--- config.mk ---
export PLATFORM = sky130hd
export DESIGN_NAME = timed_key_event_playback_queue
export DESIGN_NICKNAME = d
export VERILOG_FILES = /design/src/rtl/tkq_pkg.sv /design/src/rtl/timed_key_event_playback_queue.sv /design/src/rtl/tkq_store.sv /design/src/rtl/tkq_core.sv
export SDC_FILE = /design/constraint.sdc
export NUM_CORES = 2
export LEC_CHECK = 0
export ABC_AREA = 1
export BUFFER_PORTS_ARGS = -buffer_cell sky130_fd_sc_hd__buf_2
export CELL_PAD_IN_SITES_DETAIL_PLACEMENT = 1
export CELL_PAD_IN_SITES_GLOBAL_PLACEMENT = 2
export CORE_AREA = 2 2 368 370
export DETAILED_ROUTE_END_ITERATION = 8
export DIE_AREA = 0 0 370 372
export PLACE_DENSITY_LB_ADDON = 0.1
export SLEW_MARGIN = 20
export SYNTH_ARGS = -nofsm -noshare
export SYNTH_HDL_FRONTEND = slang
export SYNTH_SLANG_ARGS = --single-unit
--- constraint.sdc ---
create_clock -name clk -period 5.2 [get_ports clk]
set_input_delay 0.78 -clock clk [delete_from_list [all_inputs] [get_ports clk]]
set_output_delay 0.78 -clock clk [all_outputs]
set_load 0.02 [all_outputs]
--- src/rtl/tkq_pkg.sv ---
`default_nettype none
// ----------------------------------------------------------------------------
// tkq_pkg - shared types and constants for the timed key event playback queue
// Queue geometry, field widths, field codes and the controller state type.
// ----------------------------------------------------------------------------
package tkq_pkg;

  localparam int QUEUE_DEPTH = 32;
  localparam int PTR_W       = $clog2(QUEUE_DEPTH);
  localparam int CNT_W       = $clog2(QUEUE_DEPTH + 1);

  localparam int EVLEN_W = 16;
  localparam int TWITCH_W = 12;
  localparam int HMARK_W  = 6;
  localparam int LMARK_W  = 5;
  localparam int LEN_W    = EVLEN_W + TWITCH_W;  // scaled duration, exact
  localparam int TIME_W   = 32;
  localparam int CFG_W    = 12;
  localparam int CFG_IDX_W = 2;
  localparam int CMP_W    = (CNT_W > HMARK_W) ? CNT_W : HMARK_W;

  // opcodes
  localparam logic OP_ENQUEUE = 1'b0;
  localparam logic OP_TICK    = 1'b1;

  // input modes
  localparam logic [1:0] MODE_PDL_NORM = 2'd0;
  localparam logic [1:0] MODE_PDL_REV  = 2'd1;
  localparam logic [1:0] MODE_REMOTE   = 2'd2;

  // key actions
  localparam logic [1:0] KEY_NONE  = 2'd0;
  localparam logic [1:0] KEY_PRESS = 2'd1;
  localparam logic [1:0] KEY_UP    = 2'd2;

  // flow actions
  localparam logic [1:0] FLOW_NONE = 2'd0;
  localparam logic [1:0] FLOW_XOFF = 2'd1;
  localparam logic [1:0] FLOW_XON  = 2'd2;

  // configuration register indexes
  localparam logic [CFG_IDX_W-1:0] CFG_TWITCH = 2'd0;
  localparam logic [CFG_IDX_W-1:0] CFG_HMARK  = 2'd1;
  localparam logic [CFG_IDX_W-1:0] CFG_LMARK  = 2'd2;

  localparam logic [TWITCH_W-1:0] TWITCH_RST = 12'd60;
  localparam logic [HMARK_W-1:0]  HMARK_RST  = 6'd24;
  localparam logic [LMARK_W-1:0]  LMARK_RST  = 5'd8;

  typedef logic [PTR_W-1:0] ptr_t;

  typedef struct packed {
    logic             down;
    logic [LEN_W-1:0] len;
  } entry_t;

  typedef struct packed {
    logic   rd_en;
    ptr_t   rd_addr;
    logic   wr_en;
    ptr_t   wr_addr;
    entry_t wr_data;
  } store_req_t;

  typedef struct packed {
    logic [TWITCH_W-1:0] twitch_length;
    logic [HMARK_W-1:0]  high_mark;
    logic [LMARK_W-1:0]  low_mark;
  } cfg_t;

  typedef enum logic {
    ST_IDLE,
    ST_EXEC
  } state_t;

endpackage
`default_nettype wire

--- src/rtl/timed_key_event_playback_queue.sv ---
`default_nettype none
// ----------------------------------------------------------------------------
// timed_key_event_playback_queue - keying event queue with XON/XOFF marks
// Buffers remote key events and plays them out against a running time base.
//
// Input: an item (enqueue or tick) transfers on a clock edge with start high
// and busy low. Output: one result per item, shown for a single cycle with
// out_valid high; the receiver takes it unconditionally.
// Config: cfg_we writes cfg_wdata to register cfg_index (0 twitch length,
// 1 high mark, 2 low mark, 3 ignored) at once; write only while idle.
// Timing: the accept cycle reads the queue head from the event RAM and forms
// the scaled duration; the next cycle updates the queue (busy high); the
// result appears the cycle after. No new item is taken while the update runs,
// as the RAM read must come ahead of the update.
// Reset (synchronous, rst_n low): queue empty, not paused, transition time
// zero, registers to 60/24/8. RAM contents are not cleared; only written
// entries are ever used.
// ----------------------------------------------------------------------------
module timed_key_event_playback_queue (
  input  wire logic                          clk,
  input  wire logic                          rst_n,
  input  wire logic                          start,
  output logic                               busy,
  input  wire logic                          in_op,
  input  wire logic                          in_key_is_down,
  input  wire logic [tkq_pkg::EVLEN_W-1:0]   in_event_length,
  input  wire logic [tkq_pkg::TIME_W-1:0]    in_time_now,
  input  wire logic [1:0]                    in_mode_in,
  input  wire logic [1:0]                    in_paddle_mode,
  output logic                               out_valid,
  output logic [1:0]                         out_mode_out,
  output logic [1:0]                         out_key_action,
  output logic [1:0]                         out_flow_action,
  output logic [tkq_pkg::CNT_W-1:0]          out_queue_level,
  input  wire logic                          cfg_we,
  input  wire logic [tkq_pkg::CFG_IDX_W-1:0] cfg_index,
  input  wire logic [tkq_pkg::CFG_W-1:0]     cfg_wdata
);
  import tkq_pkg::*;

  cfg_t       cfg_r;
  store_req_t store_req;
  entry_t     store_rd;

  always_ff @(posedge clk) begin
    if (!rst_n) begin
      cfg_r.twitch_length <= TWITCH_RST;
      cfg_r.high_mark     <= HMARK_RST;
      cfg_r.low_mark      <= LMARK_RST;
    end else if (cfg_we) begin
      case (cfg_index)
        CFG_TWITCH: cfg_r.twitch_length <= cfg_wdata[TWITCH_W-1:0];
        CFG_HMARK:  cfg_r.high_mark     <= cfg_wdata[HMARK_W-1:0];
        CFG_LMARK:  cfg_r.low_mark      <= cfg_wdata[LMARK_W-1:0];
        default: ;
      endcase
    end
  end

  tkq_store u_store (
    .clk     (clk),
    .req     (store_req),
    .rd_data (store_rd)
  );

  tkq_core u_core (
    .clk             (clk),
    .rst_n           (rst_n),
    .cfg             (cfg_r),
    .start           (start),
    .busy            (busy),
    .in_op           (in_op),
    .in_key_is_down  (in_key_is_down),
    .in_event_length (in_event_length),
    .in_time_now     (in_time_now),
    .in_mode_in      (in_mode_in),
    .in_paddle_mode  (in_paddle_mode),
    .store_req       (store_req),
    .store_rd        (store_rd),
    .out_valid       (out_valid),
    .out_mode_out    (out_mode_out),
    .out_key_action  (out_key_action),
    .out_flow_action (out_flow_action),
    .out_queue_level (out_queue_level)
  );

endmodule
`default_nettype wire

--- src/rtl/tkq_store.sv ---
`default_nettype none
// ----------------------------------------------------------------------------
// tkq_store - event storage
// Single-port-write, single-port-read synchronous RAM, registered read data.
// ----------------------------------------------------------------------------
module tkq_store (
  input  wire logic                clk,
  input  wire tkq_pkg::store_req_t req,
  output tkq_pkg::entry_t          rd_data
);
  import tkq_pkg::*;

  entry_t mem [QUEUE_DEPTH];
  entry_t rd_data_r;

  always_ff @(posedge clk) begin
    if (req.wr_en) begin
      mem[req.wr_addr] <= req.wr_data;
    end
    if (req.rd_en) begin
      rd_data_r <= mem[req.rd_addr];
    end
  end

  assign rd_data = rd_data_r;

endmodule
`default_nettype wire

--- src/rtl/tkq_core.sv ---
`default_nettype none
// ----------------------------------------------------------------------------
// tkq_core - queue controller
// Holds pointers, count, flow state and transition time; reads the head entry
// on accept and updates the queue in the following cycle.
// ----------------------------------------------------------------------------
module tkq_core (
  input  wire logic                        clk,
  input  wire logic                        rst_n,
  input  wire tkq_pkg::cfg_t               cfg,
  input  wire logic                        start,
  output logic                             busy,
  input  wire logic                        in_op,
  input  wire logic                        in_key_is_down,
  input  wire logic [tkq_pkg::EVLEN_W-1:0] in_event_length,
  input  wire logic [tkq_pkg::TIME_W-1:0]  in_time_now,
  input  wire logic [1:0]                  in_mode_in,
  input  wire logic [1:0]                  in_paddle_mode,
  output tkq_pkg::store_req_t              store_req,
  input  wire tkq_pkg::entry_t             store_rd,
  output logic                             out_valid,
  output logic [1:0]                       out_mode_out,
  output logic [1:0]                       out_key_action,
  output logic [1:0]                       out_flow_action,
  output logic [tkq_pkg::CNT_W-1:0]        out_queue_level
);
  import tkq_pkg::*;

  state_t state_r, state_nxt;
  logic   accept;

  // latched item
  logic              op_r, kdown_r;
  logic [TIME_W-1:0] now_r;
  logic [1:0]        mode_r, paddles_r;
  logic [LEN_W-1:0]  prod_r;

  // queue state
  ptr_t              head_r, head_nxt, tail_r, tail_nxt;
  logic [CNT_W-1:0]  count_r, count_nxt;
  logic              paused_r, paused_nxt;
  logic [TIME_W-1:0] ntt_r, ntt_nxt;

  // results
  logic              out_valid_r;
  logic [1:0]        mode_res_r, key_res_r, flow_res_r;
  logic [1:0]        mode_res, key_res, flow_res;
  logic              wr_en;

  // scratch
  logic [CNT_W-1:0]  count_inc, count_dec;
  logic [TIME_W-1:0] ntt_eff;
  logic [1:0]        mode_eff;

  assign accept = start && !busy;

  always_comb begin
    state_nxt = state_r;
    case (state_r)
      ST_IDLE: if (accept) state_nxt = ST_EXEC;
      ST_EXEC: state_nxt = ST_IDLE;
      default: state_nxt = ST_IDLE;
    endcase
  end

  always_comb begin
    busy = 1'b0;
    case (state_r)
      ST_IDLE: busy = 1'b0;
      ST_EXEC: busy = 1'b1;
      default: busy = 1'b0;
    endcase
  end

  // queue update, evaluated in the execute cycle
  always_comb begin
    head_nxt   = head_r;
    tail_nxt   = tail_r;
    count_nxt  = count_r;
    paused_nxt = paused_r;
    ntt_nxt    = ntt_r;
    mode_res   = mode_r;
    key_res    = KEY_NONE;
    flow_res   = FLOW_NONE;
    wr_en      = 1'b0;
    count_inc  = count_r + CNT_W'(1);
    count_dec  = count_r - CNT_W'(1);
    ntt_eff    = ntt_r;
    mode_eff   = mode_r;

    if (op_r == OP_ENQUEUE) begin
      if (count_r < CNT_W'(QUEUE_DEPTH)) begin
        wr_en     = 1'b1;
        tail_nxt  = (tail_r == ptr_t'(QUEUE_DEPTH - 1)) ? '0 : tail_r + ptr_t'(1);
        count_nxt = count_inc;
        if (!paused_r && CMP_W'(cfg.high_mark) == CMP_W'(count_inc)) begin
          paused_nxt = 1'b1;
          flow_res   = FLOW_XOFF;
        end
      end
    end else begin
      if ((mode_r == MODE_PDL_NORM || mode_r == MODE_PDL_REV) &&
          count_r != '0) begin
        mode_eff = MODE_REMOTE;
        ntt_eff  = '0;
      end
      mode_res = mode_eff;
      ntt_nxt  = ntt_eff;
      if (mode_eff == MODE_REMOTE && ntt_eff < now_r) begin
        if (count_r != '0) begin
          ntt_nxt   = now_r + TIME_W'(store_rd.len);
          key_res   = store_rd.down ? KEY_PRESS : KEY_UP;
          count_nxt = count_dec;
          head_nxt  = (head_r == ptr_t'(QUEUE_DEPTH - 1)) ? '0 : head_r + ptr_t'(1);
          if (paused_r && CMP_W'(cfg.low_mark) == CMP_W'(count_dec)) begin
            paused_nxt = 1'b0;
            flow_res   = FLOW_XON;
          end
        end else begin
          // queue ran dry: release the key, hand back to the paddles
          key_res  = KEY_UP;
          mode_res = paddles_r;
        end
      end
    end
  end

  // head is read on accept; the last write was made in an earlier execute cycle
  always_comb begin
    store_req.rd_en   = accept;
    store_req.rd_addr = head_r;
    store_req.wr_en   = (state_r == ST_EXEC) && wr_en;
    store_req.wr_addr = tail_r;
    store_req.wr_data = '{down: kdown_r, len: prod_r};
  end

  always_ff @(posedge clk) begin
    if (!rst_n) begin
      state_r     <= ST_IDLE;
      head_r      <= '0;
      tail_r      <= '0;
      count_r     <= '0;
      paused_r    <= 1'b0;
      ntt_r       <= '0;
      out_valid_r <= 1'b0;
    end else begin
      state_r     <= state_nxt;
      out_valid_r <= (state_r == ST_EXEC);
      if (state_r == ST_EXEC) begin
        head_r   <= head_nxt;
        tail_r   <= tail_nxt;
        count_r  <= count_nxt;
        paused_r <= paused_nxt;
        ntt_r    <= ntt_nxt;
      end
    end
  end

  always_ff @(posedge clk) begin
    if (accept) begin
      op_r      <= in_op;
      kdown_r   <= in_key_is_down;
      now_r     <= in_time_now;
      mode_r    <= in_mode_in;
      paddles_r <= in_paddle_mode;
      prod_r    <= LEN_W'(in_event_length) * LEN_W'(cfg.twitch_length);
    end
    if (state_r == ST_EXEC) begin
      mode_res_r <= mode_res;
      key_res_r  <= key_res;
      flow_res_r <= flow_res;
    end
  end

  assign out_valid       = out_valid_r;
  assign out_mode_out    = mode_res_r;
  assign out_key_action  = key_res_r;
  assign out_flow_action = flow_res_r;
  assign out_queue_level = count_r;

endmodule
`default_nettype wire
# Yosys cells after proc, flatten, opt, wreduce, memory -nomap -nowiden
# Memory sizes are Yosys's and may differ from the RTL's. A register that Yosys moved wholly into a read port is not among the register bits.
# Cells that the tools add are included.
# W data, S select, Z words.
# word_totals
regBits	146
ramBits	928
in_bits	72
output_inout_bits	14
elab_cells	102
mem_count	1
# op_classes
addsub	5
mul	1
magnitude_cmp	2
eq_ne	11
muxes	36
n_bitwise	2
n_reduce_logical	24
# mem_list
name	words	width	rd	rd_ports_with_merged_regs	write_ports	line	text
u_store.mem	32	29	1	1	1	tkq_store.sv:13	entry_t mem [QUEUE_DEPTH];
# op_table
op	n
$mux W32	4
$add A32 B28 Y32	1
$lt A32 B32 Y1	1
$mul A16 B12 Y28	1
$mux W2	12
$mux W6	4
$mux W1	12
$add A5 B1 Y5 const B	2
$eq A5 B5 Y1 const B	2
$mux W5	2
$reduce_and A2 Y1	5
$reduce_and A4 Y1	2
$add A6 B1 Y6 const B	1
$eq A5 B6 Y1	1
$eq A6 B6 Y1	1
$logic_and A1 B1 Y1	6
$lt A6 B6 Y1 const B	1
$ne A2 B2 Y1 const B	3
$reduce_and A3 Y1	2
$reduce_and A6 Y1	1
$reduce_bool A6 Y1	1
$sub A6 B1 Y6 const B	1
$eq A2 B1 Y1 const B	2
$eq A2 B2 Y1 const B	2
other kinds (6)	11

# Logic depth before layout (Yosys ltp)
# depth
ltp_word	9
depth_mapped	26
ltp_nobuf	24

# By module
# Synthesis repeated with hierarchy kept, for this count alone.
# unflattened
cells_unflattened	5107
area_unflattened_um2	53382.4
# modules_own_cells
mod	n_inst	cells_each	area_each_um2	seq_area_each_um2
tkq_store	1	3210	38703.4	28737.6
tkq_core	1	1760	13728.2	3183.1
timed_key_event_playback_queue	1	137	950.9	460.4

# Worst setup path after synthesis
# Ideal clock, no wire load.
# synth_path
path_type	input to register
start	in in_event_length[7] in the netlist's numbering
end	reg u_core.prod_r[26] (data pin)
setup_time_ps	258
arrival_ps	5275
required_ps	4942
slack_ps	-333
cell_stages	22
n_path_buf	1
cell_sequence	clkbuf_1 nand2_1 fa_1 inv_1 fa_1 fa_1 fa_1 inv_1 fa_1 inv_1 ha_1 a21o_1 a21oi_1 nand2_1 o21bai_1 a21oi_1 o21ai_0 nand2_1 nand2_1 nand3_1 nand2_1 xor2_1
# synth_between
elab_chain_len	1
# synth_lines
item	line	text
from (decl)	timed_key_event_playback_queue.sv:26	input wire logic [tkq_pkg::EVLEN_W-1:0] in_event_length,
$mul A16 B12 Y28	tkq_core.sv:166	prod_r <= LEN_W'(in_event_length) * LEN_W'(cfg.twitch_length);
to (signal assigned)	tkq_core.sv:166	
to (decl)	tkq_core.sv:36	logic [LEN_W-1:0] prod_r;
# Every way passes these cells.
# A chain may end at the register's enable or synchronous reset.

# Worst setup path after layout
# layout_path
start	reg cfg_r[18] in the netlist's numbering
end	reg u_core.prod_r[27] (data pin)
# layout_between
elab_chain_len	1
# layout_lines
item	line	text
from (decl)	timed_key_event_playback_queue.sv:41	cfg_t cfg_r;
$mul A16 B12 Y28	tkq_core.sv:166	
# Every way passes these cells.

==> results_dict.tcl <==
set metrics [dict create \
    drtPass1Iterations 5 \
    io_pins 86 \
    syn_nets 4966 \
    path_class "reg2reg" \
    power_density_mw_per_mm2 417.8 \
    setup_ws_ns 0.2039 \
    syn2layout_area_growth_pct 15.33 \
    ir_worst_vdd_v 0.0003071 \
    dieArea_mm2 0.1376 \
    tightest_slew_ns 1.103 \
    whs_ns 0.2094 \
    multi_input_area_mm2 0.01713 \
    power.leakage_nw 22.57 \
    crit_arrival_ns 5.47 \
    place_ws_ns -0.5348 \
    place_area_mm2 0.05581 \
    wire_per_inst_um 24.77 \
    grt_max_degree 155 \
    path_cells "buf_4 -> buf_6 -> nand2_1 -> inv_1 -> fa_1 -> inv_1 -> fa_1 -> inv_1 -> fa_1 -> fa_1 -> inv_1 -> fa_1 -> inv_1 -> ha_4 -> a21oi_4 -> o21ai_2 -> a2111oi_4 -> nand3_2 -> nand3_1 -> nand2_1 -> xor2_1" \
    synth.yosys.seq_area_share_pct 62.46 \
    layout.nets 5126 \
    grt_pass1_vias 36810 \
    core_area_mm2 0.1343 \
    synth_edf_count 1029 \
    hpwl_um 99800 \
    final-max-slew-violation-count 0 \
    critical_path.top_delay_family "adder cells" \
    grt_pass1_wl_um 243800 \
    synth_top_area_cell "edfxtp_1" \
    netlist_instances 4619 \
    fp-row-count 135 \
    grt_setup_unrepaired "true" \
    design_area_mm2 0.05979 \
    synth_area_mm2 0.05184 \
    relSlewSlack_pct 26.48 \
    clk-insertion-delay-late_ns 0.76 \
    viasPerCell 5.405 \
    async_flop_share_pct 0 \
    drv_cap 0 \
    period_share_pct 96.08 \
    ctsHoldBuffers 0 \
    clk_pin_slew_ns 0.06 \
    layout-drive-gt1-share_pct 11.62 \
    crit_slowest_cell "fa_1" \
    die_y_um 372 \
    drc_errors 0 \
    cts_buffer_depth 3 \
    utilization_pct 44.53 \
    startpoint_type "flip-flop" \
    ys_warn_count 0 \
    cts_buffers 119 \
    drtAntennaViolNets 0 \
    worstPathRequired_ns 5.67 \
    worstPathBufferInverterCount 7 \
    seq_area_mm2 0.03242 \
    numPortBuffers 85 \
    fin_skew_ns 0.03507 \
    wirelength_um 165000 \
    antenna_found_initial 3 \
    via_count 36000 \
    avgSynthCellArea_um2 11.22 \
    tritoncts "built" \
    synth_top_area_share_pct 59.60 \
    synth_seq_cells 1103 \
    die_x_um 370 \
    h-tree-depth 3 \
    critPathMaxStageDelay_ns 0.54 \
    setup_viol 0 \
    first_iter_violations 2679 \
    cts.sinks 1103 \
    grt_usage_pct 23.86 \
    routabilityCongestion 0.8087 \
    gr-total-overflow 0 \
    hp-class "in2reg" \
    cp_max_fo 7 \
    antenna_cells 0 \
    place_inst 6428 \
    finalHoldViolations 0 \
    status "complete, no violations" \
    layoutNonFillerInstCount 6661 \
    synth_ff_type "edfxtp_1" \
    initial_core_util_pct 38.61 \
    cp-end-kind "flip-flop" \
    max_freq_ghz 0.2002 \
    fillCellCount 14350 \
    cts_root_buf "clkbuf_16" \
    synth_cell_types 48 \
    fin_crit_ns 4.996 \
    synthTopCellsByArea "edfxtp_1 (60%), o21ai_0 (6.3%), fa_1 (5.4%)" \
]
==> cell families after synthesis <==
group,Yosys count,share of synthesized area [%]
simple gates,1375,10.58
xor+xnor,61,1.031
buf+inv,728,5.368
compound gates,1077,11.88
flops,1103,62.46
fa+ha+maj,275,8.679
==> cells in the mapped netlist (5+ instances only) <==
library cell / n
clkbuf_1: 248
a31oi_1: 10
buf_1: 8
o211ai_1: 35
o221ai_1: 117
dfxtp_1: 74
o22ai_1: 116
o21a_1: 5
o21ai_0: 649
edfxtp_1: 1029
nand2_1: 515
xnor2_1: 24
nand3_1: 145
nor4_1: 5
xor2_1: 37
a21oi_1: 117
ha_1: 134
nor2_1: 670
buf_2: 8
fa_1: 141
nand4_1: 13
a21o_1: 10
nor3_1: 13
inv_1: 451
a211oi_1: 5
==> flip-flops by register name, indices dropped and copies added, names as in the netlist <==
signal	cells
u_core.out_key_action	2
u_core.out_mode_out	2
u_core.out_valid	1
u_core.state_r	1
u_core.paddles_r	2
u_core.ntt_r	32
u_store.mem	928
u_core.out_queue_level	6
u_core.now_r	32
cfg_r	23
u_core.prod_r	28
u_store.rd_data	29
u_core.paused_r	1
u_core.out_flow_action	2
u_core.head_r	5
u_core.tail_r	5
u_core.mode_r	2
u_core.op_r	1
u_core.kdown_r	1
==> final cells by class <==
type / count / share of cell area, %
Inverter: 458 / 2.907
Tap cell: 1781 / 3.727
Multi-Input combinational cell: 2788 / 28.64
Sequential cell: 1103 / 54.22
Timing Repair Buffer: 309 / 4.223
Clock buffer: 154 / 5.319
Clock inverter: 68 / 0.9668
==> placed cells by master, fill, tap and decap left out, types with 34 or more instances in the layout <==
cell type	netlist	final
nand2_1	515	511
buf_4	2	187
a21oi_1	117	111
inv_1	451	449
dfxtp_1	74	58
o211ai_1	35	35
buf_2	8	85
edfxtp_1	1029	1029
nor2_4	1	34
ha_1	134	126
xor2_1	37	37
o221ai_1	117	117
o22ai_1	116	116
o21ai_0	649	643
fa_1	141	140
nor2_1	670	636
nand3_1	145	144
clkbuf_16	0	120
==> worst register-to-register path: stages (launching register included) <==
cell and delay, ns:
dfxtp_2 0.34, buf_4 0.16, buf_6 0.14, nand2_1 0.06
inv_1 0.05, fa_1 0.49, inv_1 0.05, fa_1 0.52
inv_1 0.05, fa_1 0.49, fa_1 0.54, inv_1 0.06
fa_1 0.48, inv_1 0.06, ha_4 0.23, a21oi_4 0.16
o21ai_2 0.08, a2111oi_4 0.32, nand3_2 0.13, nand3_1 0.10
nand2_1 0.06, xor2_1 0.13
==> metal layers <==
metal	GRT usage (%)	part of all wire [%]	wire [um]
met1	32.42	45	73470
met2	41.33	50	81940
met3	2.457	3.7	6157
met4	5.136	2.1	3409
met5	0	0	0
==> through the flow <==
step	power (mW)	TNS (ns)
6_report	24.98	0
3_5_place_dp	16.79	-4.707
4_1_cts	25.06	0
2_1_floorplan	13.95	-0.1073
5_1_grt	26.13	-0.03866
3_3_place_gp	16.70	-3.632
==> final timing paths <==
check | from | endpoint | slack (ns) | cells past startpoint
worst min register to register | cfg_r[2]$_SDFFE_PN0P_ | cfg_r[2]$_SDFFE_PN0P_ | 0.46 | 2
worst max-delay path | cfg_r[18]$_SDFFE_PN0P_ | u_core.prod_r[27]$_DFFE_PP_ | 0.20 | 21
worst max register to register | cfg_r[18]$_SDFFE_PN0P_ | u_core.prod_r[27]$_DFFE_PP_ | 0.20 | 21
worst min-delay path | in_time_now[10] | u_core.now_r[10]$_DFFE_PP_ | 0.21 | 1
==> report_power, final <==
group	total, mW	leakage [nW]	internal [mW]	switching, mW
Combinational	5.48	10.8	2.38	3.09
Sequential	11.3	9.94	10.7	0.505
Clock	8.26	1.82	4.62	3.64
==> timing repair <==
item	CTS	global route
pin swaps	1	16
resized for setup	4	36
setup buffers	0	7
setup endpoints to repair	8	9
Note: power is estimated with default switching activity, not from simulation.
